[src/xoshiro256ss_random_generator_unit_defines.svh]
// Assertion macros for the xoshiro256** generator unit.
// Used by the top level only; empty bodies under SYNTHESIS.
`ifndef XOSHIRO256SS_RANDOM_GENERATOR_UNIT_DEFINES_SVH
`define XOSHIRO256SS_RANDOM_GENERATOR_UNIT_DEFINES_SVH
`ifndef SYNTHESIS
`define XRG_ASSERT_IMPL(lbl, ante, cons, msg) \
  lbl: assert property (@(posedge clk) disable iff (!rst_n) (ante) |-> (cons)) else $error(msg);
`define XRG_ASSERT_NEXT(lbl, ante, cons, msg) \
  lbl: assert property (@(posedge clk) disable iff (!rst_n) (ante) |=> (cons)) else $error(msg);
`else
`define XRG_ASSERT_IMPL(lbl, ante, cons, msg)
`define XRG_ASSERT_NEXT(lbl, ante, cons, msg)
`endif
`endif

[src/xrg_pkg.sv]
// Shared types, constants and helpers for the xoshiro256** generator unit.
// No dependencies.
`timescale 1ns / 1ps
package xrg_pkg;
  typedef enum logic [2:0] {
    OP_RESEED = 3'd0, OP_RAW = 3'd1, OP_UINT = 3'd2, OP_FRAC = 3'd3, OP_BERN = 3'd4
  } op_t;

  // Front part: run, or one of the four phases of a SplitMix64 step
  typedef enum logic [2:0] {
    F_RUN, F_MIX_A, F_MIX_B, F_MIX_C, F_MIX_D
  } fstate_t;

  localparam logic [63:0] MIX_GAMMA = 64'h9E3779B97F4A7C15;
  localparam logic [63:0] MIX_MUL1  = 64'hBF58476D1CE4E5B9;
  localparam logic [63:0] MIX_MUL2  = 64'h94D049BB133111EB;
  localparam logic [53:0] FRAC_ONE  = 54'h20000000000000;
  localparam int unsigned QDEPTH    = 4;
  localparam int unsigned QAW       = $clog2(QDEPTH);

  // Word handed from the front to the back part.
  typedef struct packed {
    logic        reseed;
    logic [2:0]  op;
    logic [63:0] raw;
    logic [31:0] low;
    logic [32:0] size;
    logic [53:0] prob;
  } job_t;

  typedef struct packed {
    logic busy;
    logic done;
  } seq_stat_t;

  function automatic logic [63:0] rotl(input logic [63:0] x, input int unsigned k);
    rotl = (x << k) | (x >> (64 - k));
  endfunction
endpackage

[src/xrg_back.sv]
// Back part: range reduction by restoring division, Bernoulli compare, output register.
// Depends on xrg_pkg.
`timescale 1ns / 1ps
module xrg_back (
  input  logic          clk,
  input  logic          rst_n,
  input  logic          job_valid,
  output logic          job_ready,
  input  xrg_pkg::job_t job,
  output logic          out_valid,
  input  logic          out_ready,
  output logic [63:0]   raw_word,
  output logic [31:0]   int_value,
  output logic [52:0]   fraction,
  output logic          hit
);
  logic        busy_r;
  logic [5:0]  cnt_r;
  logic [32:0] rem_r, size_r, rem_nxt;
  logic [63:0] q_r;
  logic [33:0] trial;
  logic [31:0] low_r;
  logic        take;

  // one quotient bit per cycle: remainder of raw mod size
  assign trial   = {rem_r, q_r[63]} - {1'b0, size_r};
  assign rem_nxt = trial[33] ? {rem_r[31:0], q_r[63]} : trial[32:0];

  assign job_ready = !busy_r && !out_valid;
  assign take      = job_valid && job_ready;

  always_ff @(posedge clk) begin
    if (!rst_n) begin
      busy_r    <= 1'b0;
      out_valid <= 1'b0;
      cnt_r     <= 6'd0;
    end else begin
      if (out_valid && out_ready) out_valid <= 1'b0;
      if (take) begin
        if (job.op == xrg_pkg::OP_UINT) begin
          busy_r <= 1'b1;
          cnt_r  <= 6'd0;
        end else begin
          out_valid <= 1'b1;
        end
      end else if (busy_r) begin
        cnt_r <= cnt_r + 6'd1;
        if (cnt_r == 6'd63) begin
          busy_r    <= 1'b0;
          out_valid <= 1'b1;
        end
      end
    end
    if (take) begin
      raw_word  <= job.raw;
      fraction  <= job.raw[63:11];
      int_value <= 32'd0;
      hit       <= job.op == xrg_pkg::OP_BERN && !job.reseed &&
                   {1'b0, job.raw[63:11]} < job.prob;
      rem_r     <= 33'd0;
      q_r       <= job.raw;
      size_r    <= job.size;
      low_r     <= job.low;
    end else if (busy_r) begin
      rem_r <= rem_nxt;
      q_r   <= {q_r[62:0], 1'b0};
      if (cnt_r == 6'd63) int_value <= low_r + rem_nxt[31:0];
    end
  end
endmodule

[config.mk]
export PLATFORM = sky130hd
export DESIGN_NAME = xrg_back
export DESIGN_NICKNAME = d
export VERILOG_FILES = /design/src/xoshiro256ss_random_generator_unit_defines.svh /design/src/xrg_pkg.sv /design/src/xrg_back.sv
export SDC_FILE = /design/constraint.sdc
export NUM_CORES = 1
export LEC_CHECK = 0
export ABC_AREA = 0
export BUFFER_PORTS_ARGS = -buffer_cell sky130_fd_sc_hd__buf_4
export CAP_MARGIN = 0
export CORE_MARGIN = 10
export CORE_UTILIZATION = 52
export DETAILED_ROUTE_END_ITERATION = 8
export PLACE_DENSITY = 0.78
export SYNTH_ARGS = -nofsm -noshare
export SYNTH_HDL_FRONTEND = slang
export SYNTH_SLANG_ARGS = --single-unit
[constraint.sdc]
create_clock -name clk -period 8.35 [get_ports clk]
set_input_delay 2.505 -clock clk [delete_from_list [all_inputs] [get_ports clk]]
set_output_delay 2.505 -clock clk [all_outputs]
set_load 0.05 [all_outputs]
# Yosys cells after proc, flatten, opt, wreduce, memory -nomap -nowiden
# Index checks and enable logic that the tools add are counted.
[word_totals]
reg_bits = 320
input_bits = 191
wordCells = 45
[classes]
n_addsub = 3
magnitude_cmp = 1
n_eq_ne = 4
mux = 15
n_reduce_logical = 11
[ops]
columns = ["op", "n"]
rows = [
  ["two-way mux 64 bit", 2],
  ["less-than comparator 53 x 54 -> 1 bit", 1],
  ["subtractor 34 x 33 -> 34 bit", 1],
  ["two-way mux 33 bit", 1],
  ["adder 32 bit", 1],
  ["two-way mux 6 bit", 3],
  ["two-way mux 1 bit", 9],
  ["adder 6 x 1 -> 6 bit, second input constant", 1],
  ["equality test 6 bit, second input constant", 1],
  ["logical AND 1 bit", 5],
  ["AND reduction 2 bit", 2],
  ["equality test 3 x 2 -> 1 bit, second input constant", 1],
  ["equality test 3 bit, second input constant", 1],
  ["zero test 1 bit", 3],
  ["!= test 2 x 1 -> 1 bit, second input constant", 1],
  ["nonzero test 2 bit", 1],
]

# Longest topological paths before layout
# Gate-level depths: netlist of the first run.
[logic_depth]
depth_word = 5
ltp_mapped = 27

# Worst setup path before layout of the first run
# Ideal clock, no wire load.
[synth_timing]
kind = "input to register"
from = "in job_valid"
to = "reg hit (enable)"
arrival_ns = 6.775
path_slack_ns = 1.030
stages = 4
path_buffers = 2
cell_sequence = "nand2_1 -> clkinv_1 -> clkbuf_1 -> clkbuf_1"
[synth_between]
elab_chain_len = 1
[synth_lines]
columns = ["item", "line_no", "rtl"]
rows = [
  ["start, declared", "xrg_back.sv:7", "input logic job_valid,"],
  ["logical AND 1 bit", "xrg_back.sv:30", "assign take = job_valid && job_ready;"],
  ["named net take", "xrg_back.sv:23", "logic take;"],
  ["end signal, assigned", "xrg_back.sv:58", "hit <= job.op == xrg_pkg::OP_BERN && !job.reseed &&"],
  ["end, declared", "xrg_back.sv:15", "output logic hit"],
]
# The timed path passes the listed nets, and every way through them passes these cells.
# A chain may end at the register's enable or synchronous reset.

# Final worst setup path of the first run
[layout_timing]
from = "reg size_r[16]"
to = "reg int_value[30]"
[layout_between]
elab_chain_len = 3
[layout_lines]
columns = ["item", "line_no", "rtl"]
rows = [
  ["start, declared", "xrg_back.sv:19", "logic [32:0] rem_r, size_r, rem_nxt;"],
  ["start signal, assigned", "xrg_back.sv:62", "size_r <= job.size;"],
  ["subtractor 34 x 33 -> 34 bit", "xrg_back.sv:26", "assign trial = {rem_r, q_r[63]} - {1'b0, size_r};"],
  ["two-way mux 33 bit", "xrg_back.sv:27", "assign rem_nxt = trial[33] ? {rem_r[31:0], q_r[63]} : trial[32:0];"],
  ["named net rem_nxt[15]", "xrg_back.sv:19", ""],
  ["adder 32 bit", "xrg_back.sv:67", "if (cnt_r == 6'd63) int_value <= low_r + rem_nxt[31:0];"],
  ["end signal, assigned", "xrg_back.sv:67", ""],
  ["end, declared", "xrg_back.sv:13", "output logic [31:0] int_value,"],
]
# The timed path passes the listed nets, and every way through them passes these cells.

==> impl_metrics.json, run 1 <==
{
  "outcome": "completed",
  "finalNetCount": 1996,
  "reg2reg_slack_ns": 2.11,
  "grt_pass1_wl_mm": 63.6,
  "drt-total-wl_mm": 40.7,
  "die_area_mm2": 0.0350,
  "gp_congestion": 0.901,
  "tns_ns": 0,
  "vias": 11300,
  "slew_headroom_pct": 34.3,
  "synth_top_family_by_area": "compound AO/OA/AOI/OAI gates",
  "stdcell_area_mm2": 0.0181,
  "core_mm2": 0.0277,
  "startpoint": "size_r[16]",
  "p_per_area_mw_per_mm2": 193,
  "total_power_uw": 3490,
  "cap_violations": 0,
  "cp-end-kind": "flop",
  "post-route-min-period_ns": 6.24,
  "synth_compound_area_share_pct": 14.3,
  "final_cell_mix": "buf_4, nand2_1, edfxtp_1, ha_1, inv_1",
  "crit_fanout": 28,
  "setup_violations": 0,
  "clkTransAtPathRegs_ns": 0.06,
  "die_w_um": 187,
  "r2r-end": "int_value[30]",
  "hold_viol": 0,
  "areaGrowthSynthToFinish_pct": 24.4,
  "drt_iter0_markers": 773,
  "cts.repair.resized": 0,
  "drive_above_1_share_pct": 25.7,
  "numCtsBuffers": 30,
  "detail-route-antenna-nets": 0,
  "synthMuxAreaShare_pct": 2.35,
  "syn_area_mm2": 0.0145,
  "critical_path_class": "reg -> reg",
  "initial_utilization_pct": 52.4,
  "cts_tree": "yes",
  "grt.total_usage_pct": 22.5,
  "synthAdderAreaFrac_pct": 10.4,
  "cts.sinks": 267,
  "crit_required_ns": 8.75,
  "numPortBuffers": 342,
  "r2r-start": "size_r[16]",
  "rsz0062_at_grt": "no",
  "cts_root_buf": "clkbuf_16",
  "worst_clock_skew_ns": 0.0118,
  "yosys.area_share.simple_pct": 12.7,
  "async_flop_share_pct": 0,
  "grt_max_degree": 97,
  "synth_nets": 1710,
  "worstMarginPinSlew_ns": 0.985,
  "wl_per_cell_um": 19.5,
  "syn_inst": 1400,
  "multi_input_area_mm2": 0.00625,
  "num_io_pins": 343,
  "seqCellArea_mm2": 0.00729,
  "cts.htree.levels": 1,
  "clkLatencyLatePin_ns": 0.56,
  "cts_hold_buffers": 0,
  "crit_path_end": "int_value[30]",
  "yosysSeqAreaShare_pct": 50.2,
  "row_count": 61,
  "fill_cells": 2236,
  "hp-class": "reg -> reg",
  "rr_worst_depth": 22,
  "yosysUniqueCellTypes": 64,
  "synth_top_flop_cell": "edfxtp_1",
  "final_common_cell": "buf_4",
  "synth-xor-area-share_pct": 3.32,
  "placed_cell_area_mm2": 0.0171,
  "drt_pass1_iterations": 5,
  "yosysWarnings": 0,
  "avgViaCountPerCell": 5.40,
  "n_antenna_cell": 0,
  "p_leak_uw": 0.00852,
  "max_freq_mhz": 160,
  "avgSynthCellArea_um2": 10.4,
  "die_h_um": 187,
  "drv_slew": 0,
  "ctsLongestPathBuffers": 3,
  "peakVddDrop_mv": 0.184,
  "synth-edff-count": 194,
  "synth_seq_cells": 267,
  "overflow": 0,
  "grt_pass1_vias": 11500,
  "cts_setup_buffers": 0,
  "cp.arrival_ns": 6.64,
  "drc": 0,
  "timing.final.crit_share_pct": 74.7,
  "start_kind": "flop",
  "antenna_found_initial": 0,
  "place_hpwl_mm": 31.1
}
==> worst min path at each step <==
stage               slack [ns]  depth (start not counted)          start             to
finish                    0.45                          2  int_value[26]  int_value[26]
global route              0.47                          2   int_value[3]   int_value[3]
CTS                       0.46                          2  int_value[26]  int_value[26]
detailed placement        0.44                          2   int_value[3]   int_value[3]
global placement          0.44                          2   int_value[2]   int_value[2]
floorplan                 0.46                          1       rem_r[2]       rem_r[2]
==> synth_stat cells, types with 15 or more instances <==
cell type / count / share of area (%)
nand2_1: 270 / 7.0
edfxtp_1: 194 / 40
ha_1: 117 / 10
inv_1: 106 / 2.7
a21oi_1: 84 / 2.9
dfxtp_1: 73 / 10
a21o_1: 66 / 3.4
buf_4: 55 / 2.8
nor2_1: 45 / 1.2
o21ai_0: 40 / 1.4
clkbuf_1: 38 / 0.98
xnor2_1: 35 / 2.1
a22o_1: 29 / 1.7
mux2_2: 25 / 1.9
xor2_1: 20 / 1.2
nand3_1: 19 / 0.65
nor3_1: 17 / 0.59
nand4_1: 15 / 0.65
==> registers in the layout (all words and copies together) (netlist names) <==
name,flops
low_r,32
rem_r,33
int_value,32
cnt_r,6
raw_word,64
q_r,64
hit,1
busy_r,1
size_r,33
out_valid,1
==> final cells by class <==
cell class / instances / area share [%]
Tap cell: 378 / 2.62
Inverter: 107 / 2.26
Multi-Input combinational cell: 930 / 34.6
Clock inverter: 21 / 1.36
Clock buffer: 35 / 4.26
Sequential cell: 267 / 40.3
Timing Repair Buffer: 350 / 14.5
==> kinds of logic (layout without fill, tap and decap cells) <==
kind of cell / Yosys count / count (layout)
buf+inv: 203 / 513
compound gates: 303 / 303
xor+xnor: 55 / 55
fa+ha+maj: 119 / 119
simple gates: 422 / 422
mux: 31 / 31
flops: 267 / 267
==> per-layer routing <==
metal	part of all wire [%]	track usage [%]
met1	40	26.6
met5	0	0
met3	7.9	6.92
met4	3.4	7.41
met2	48	38.1
==> power breakdown <==
part | leakage, uW | switching, uW | internal (uW)
logic | 0.00556 | 369 | 198
clock network | 0.000500 | 546 | 815
registers | 0.00246 | 33.9 | 1530
==> critical path, stage by stage, from the launching register on <==
cell	delay (ns)
edfxtp_1	0.33
inv_1	0.04
ha_1	0.37
a21oi_1	0.30
o21ai_0	0.16
a211oi_1	0.23
o21ai_0	0.19
a41o_1	0.29
a2111oi_2	0.22
o21a_1	0.66
buf_4	0.48
mux2_2	0.41
ha_1	0.34
and3_1	0.22
and4_1	0.21
o2111a_1	0.13
a211o_1	0.27
a31oi_1	0.32
o21ai_0	0.25
a31oi_1	0.27
o21ai_0	0.14
xnor2_1	0.15
a21oi_1	0.08
==> metrics by stage <==
| step | hold WS [ns] | std cells | util, % | setup WS, ns |
|---|---|---|---|---|
| 2_1_floorplan | 0.463 | 1400 | - | 1.03 |
| 3_3_place_gp | 0.440 | 2032 | 61.5 | 2.32 |
| 3_5_place_dp | 0.444 | 2032 | 61.5 | 2.19 |
| 4_1_cts | 0.458 | 2088 | 65.2 | 2.15 |
| 5_1_grt | 0.474 | 2088 | 65.2 | 1.60 |
| 6_report | 0.454 | 2088 | 65.2 | 2.11 |
No activity file was read; power rests on OpenSTA's default activity.
==> run 2: changes to the inputs <==
clock period = 5.8 ns   (was 8.35 ns; I/O delays follow)
==> impl_metrics.json, run 2 (synthesis results as in run 1) <==
{
  "outcome": "completed",
  "ctsLongestPathBuffers": 3,
  "die_area_mm2": 0.0350,
  "hp-class": "reg -> reg",
  "slowest_delay_ns": 0.37,
  "die_w_um": 187,
  "p_per_area_mw_per_mm2": 281,
  "n_antenna_cell": 0,
  "setup_violations": 0,
  "grt.total_usage_pct": 22.8,
  "max_freq_mhz": 183,
  "drt-total-wl_mm": 41.6,
  "grt_pass1_wl_mm": 64.4,
  "clkTransAtPathRegs_ns": 0.06,
  "cp.arrival_ns": 5.86,
  "drt_pass1_iterations": 5,
  "cp-end-kind": "flop",
  "core_mm2": 0.0277,
  "min_to": "int_value[17]",
  "slew_headroom_pct": 32.6,
  "grt_max_degree": 119,
  "multi_input_area_mm2": 0.00630,
  "cts.htree.levels": 1,
  "place_hpwl_mm": 31.9,
  "cts_root_buf": "clkbuf_16",
  "p_leak_uw": 0.00855,
  "numPortBuffers": 342,
  "stdcell_area_mm2": 0.0182,
  "clkLatencyLatePin_ns": 0.56,
  "initial_utilization_pct": 52.4,
  "detail-route-antenna-nets": 0,
  "rr_worst_depth": 24,
  "finalNetCount": 2000,
  "finalNonFillerCells": 2092,
  "startpoint": "size_r[26]",
  "min_from": "int_value[17]",
  "num_io_pins": 343,
  "numCtsBuffers": 30,
  "vias": 11400,
  "fill_cells": 2249,
  "hold-worst-slack_ns": 0.452,
  "timing.final.crit_share_pct": 94.1,
  "cts_hold_buffers": 0,
  "worstHoldPathCells": 2,
  "start_kind": "flop",
  "r2r-start": "size_r[26]",
  "avgViaCountPerCell": 5.44,
  "crit_fanout": 23,
  "total_power_uw": 5110,
  "worstMarginPinSlew_ns": 1.01,
  "antenna_found_initial": 0,
  "gp_congestion": 0.947,
  "hold_viol": 0,
  "drc": 0,
  "placed_cell_area_mm2": 0.0171,
  "post-route-min-period_ns": 5.46,
  "die_h_um": 187,
  "r2r-end": "int_value[30]",
  "drive_above_1_share_pct": 26.6,
  "dp.cells": 2036,
  "wl_per_cell_um": 19.9,
  "crit_slowest_cell": "fa_1",
  "postLayoutCoreUtil_pct": 65.7,
  "worst_clock_skew_ns": 0.0104,
  "grt_pass1_vias": 11700,
  "overflow": 0,
  "areaGrowthSynthToFinish_pct": 25.3,
  "row_count": 61,
  "peakVddDrop_mv": 0.187,
  "crit_required_ns": 6.20,
  "reg2reg_slack_ns": 0.34,
  "cts_setup_buffers": 0,
  "largestRegisters": "q_r: 64 flops, raw_word: 64 flops",
  "final_cell_mix": "buf_4, nand2_1, edfxtp_1, ha_1, inv_1",
  "final_common_cell": "buf_4",
  "cts_tree": "yes",
  "crit_path_cell_trace": "inv_1, ha_1, a211o_1, a31oi_1, o41ai_4, and2_1, a2111oi_2, o21a_1, buf_12, nor2_1, a21oi_1, ha_2, inv_1, fa_1, nand2b_1, a211oi_2, o2111a_1, a211o_1, a31oi_2, o21ai_2, a31oi_1, o21ai_1, xnor2_1, a21oi_1",
  "drv_slew": 0,
  "critical_path_class": "reg -> reg",
  "cts.sinks": 267,
  "cap_violations": 0,
  "seqCellArea_mm2": 0.00729,
  "drt_iter0_markers": 885
}
[run 2: power by group]
part	total (uW)	switching, uW	internal (uW)	leakage (uW)
combinational	825	537	288	0.00559
clock	2030	790	1240	0.000507
sequential	2250	48.3	2210	0.00246
[run 2: layout make-up]
class / count / share of cell area, %
Multi-Input combinational cell: 930 / 34.6
Tap cell: 378 / 2.60
Clock buffer: 39 / 4.59
Sequential cell: 267 / 40.0
Inverter: 107 / 2.25
Timing Repair Buffer: 354 / 14.7
Clock inverter: 17 / 1.26
[run 2: timing repair]
action,4_1_cts,5_1_grt
resized for setup,1,12
pin swaps,0,3
endpoints found under the setup margin,1,11
[run 2: worst max-delay path: cells and delay by family, from the launching register on]
| family | cells | cell delay (ns) |
|---|---|---|
| compound gates | 14 | 3.10 |
| xor+xnor | 1 | 0.13 |
| fa+ha+maj | 3 | 0.98 |
| buf+inv | 3 | 0.28 |
| flops | 1 | 0.32 |
| simple gates | 3 | 0.47 |
[run 2: how the worst max path moves through the flow]
stage	to	slack [ns]	cells past startpoint
after floorplan	int_value[30]	0.74	27
after global placement	int_value[30]	0.23	25
after detailed placement	int_value[30]	-0.02	25
after CTS	int_value[30]	0.1	25
after global routing	int_value[16]	-0.004	25
final	int_value[30]	0.34	24
[run 2: routing by layer]
layer  part of all wire [%]  wire length, um  up-vias  track usage [%]
li1                       -                -     5511                -
met1                     40            16700     5400             26.8
met2                     49            20300      400             38.8
met3                    8.4             3510       68             7.35
met4                    2.7             1100        0             6.70
met5                      0                0        -                0
[run 2: per-stage QoR]
stage | setup TNS [ns] | setup WS (ns)
after floorplan | 0 | 0.736
after global placement | 0 | 0.227
after detailed placement | -0.0221 | -0.0221
after CTS | 0 | 0.0979
after global routing | -0.00370 | -0.00370
final | 0 | 0.340
==> run 3: changes to the inputs <==
CELL_PAD_IN_SITES_DETAIL_PLACEMENT = 1   (was not set)
CELL_PAD_IN_SITES_GLOBAL_PLACEMENT = 2   (was not set)
CORE_UTILIZATION = 34   (was 52)
PLACE_DENSITY = not set   (was 0.78)
PLACE_DENSITY_LB_ADDON = 0.1   (was not set)
SKIP_CTS_REPAIR_TIMING = 1   (was not set)
==> impl_metrics.json, run 3 (synthesis results as in run 1) <==
{
  "num_io_pins": 343,
  "cts.sinks": 267,
  "clkTransAtPathRegs_ns": 0.06,
  "numCtsBuffers": 35,
  "switchingPower_uw": 1430,
  "fill_cells": 4765,
  "pwr-share-seq_pct": 44.4,
  "drt_iter0_markers": 485,
  "largestRegisters": "q_r: 64 flops, raw_word: 64 flops",
  "hp-class": "reg -> reg",
  "drt-total-wl_mm": 46.4,
  "avgViaCountPerCell": 4.96,
  "max_freq_mhz": 185,
  "r2r-end": "int_value[23]",
  "worstHoldPathCells": 2,
  "drv_slew": 0,
  "detail-route-antenna-nets": 0,
  "final_common_cell": "buf_4",
  "pwr-share-clk_pct": 39.4,
  "post-route-min-period_ns": 5.39,
  "gp_congestion": 0.824,
  "setup_violations": 0,
  "placed_cell_area_mm2": 0.0174,
  "hold_viol": 0,
  "critical_path_class": "reg -> reg",
  "cts_tree": "yes",
  "crit_required_ns": 6.26,
  "finalNetCount": 2018,
  "die_area_mm2": 0.0514,
  "drive_above_1_share_pct": 26.7,
  "drc": 0,
  "cts.htree.levels": 2,
  "worstMarginPinSlew_ns": 0.996,
  "startpoint": "size_r[26]",
  "crit_fanout": 7,
  "timing.final.crit_share_pct": 93.0,
  "numPortBuffers": 342,
  "outcome": "completed",
  "die_h_um": 227,
  "grt_max_degree": 192,
  "crit_path_end": "int_value[23]",
  "p_int_uw": 3660,
  "start_kind": "flop",
  "rr_worst_depth": 20,
  "layout_setup_ws_ns": 0.408,
  "n_antenna_cell": 0,
  "clkLatencyLatePin_ns": 0.55,
  "core_mm2": 0.0421,
  "worst_clock_skew_ns": 0.0188,
  "grt.total_usage_pct": 17.7,
  "cp-end-kind": "flop",
  "cap_violations": 0,
  "preCtsSetupSlack_ns": 0.211,
  "areaGrowthSynthToFinish_pct": 27.2,
  "r2r-start": "size_r[26]",
  "initial_utilization_pct": 34.5,
  "slew_headroom_pct": 33.6,
  "p_per_area_mw_per_mm2": 275,
  "cp.arrival_ns": 5.85,
  "drt_pass1_iterations": 4,
  "place_hpwl_mm": 35.4,
  "reg2reg_slack_ns": 0.41,
  "min_from": "int_value[17]",
  "p_leak_uw": 0.00863,
  "wl_per_cell_um": 20.4,
  "stdcell_area_mm2": 0.0185,
  "grt_pass1_wl_mm": 70.7,
  "comb_power_share_pct": 16.3,
  "cts_root_buf": "clkbuf_16",
  "antenna_found_initial": 2,
  "final_cell_mix": "buf_4, nand2_1, edfxtp_1, ha_1, inv_1",
  "ctsLongestPathBuffers": 3,
  "overflow": 0,
  "grt_pass1_vias": 12200,
  "peakVddDrop_mv": 0.192,
  "die_w_um": 227,
  "netSwitchingFraction_pct": 28.2,
  "row_count": 75,
  "vias": 11300
}
==> run 3: changes by cell type in the layout (fill, tap and decap cells not counted), sizes merged <==
cell / previous run / this run
clkbuf: 39 / 48
bufinv: 5 / 0
buf: 354 / 367
clkinvlp: 5 / 1
clkinv: 6 / 14
==> run 3: cell type report <==
type                       instances  area (um2)  area share [%]
sequential                       267        7290            39.4
inverter                         107         409            2.21
timing repair buffer             367        2770            15.0
clock inverter                    16        90.1           0.488
clock buffer                      48         956            5.17
multi-input combinational        930        6290            34.0
tap                              539         674            3.65
==> run 3: worst min path at each step <==
| stage | endpoint |
|---|---|
| floorplan | rem_r[2] |
| global placement | int_value[7] |
| detailed placement | int_value[17] |
| CTS | int_value[6] |
| global route | int_value[19] |
| finish | int_value[17] |
==> run 3: layer usage <==
layer	wire length (um)	global-route usage [%]	vias up
li1	-	-	5541
met4	894	4.54	4
met1	20500	22.5	5395
met5	38	0	-
met2	21800	28.5	272
met3	3230	5.74	62
==> run 3: per-stage QoR <==
step	power (uW)	setup TNS (ns)	instances	hold slack (ns)	util, %
finish	5090	0	2274	0.458	43.9
global route	5340	-0.0275	2274	0.477	43.9
CTS	5190	0	2271	0.463	43.7
detailed placement	3130	0	2207	0.454	41.2
global placement	3120	0	2207	0.444	41.2
floorplan	2820	0	1400	0.463	-
==> run 3: power groups by stage <==
stage	combinational (uW)	sequential, uW	clock, uW
after global routing	908	2270	2160
after floorplan	428	2390	0
after detailed placement	837	2300	0
final	828	2260	2000
after CTS	842	2260	2090
after global placement	828	2300	0
==> run 3: critical path, stage by stage, from the launching register on <==
cell	delay, ns
edfxtp_1	0.32
inv_1	0.04
ha_1	0.36
a211o_1	0.34
a31oi_1	0.30
o41ai_4	0.13
and2_1	0.20
a2111oi_2	0.34
o21a_2	0.29
buf_4	0.20
mux2_2	0.36
ha_1	0.37
and3_1	0.25
nand4_1	0.14
or4_1	0.65
a31oi_2	0.33
a21o_1	0.17
a21oi_1	0.07
xnor2_1	0.22
nand2_1	0.09
a21oi_1	0.14
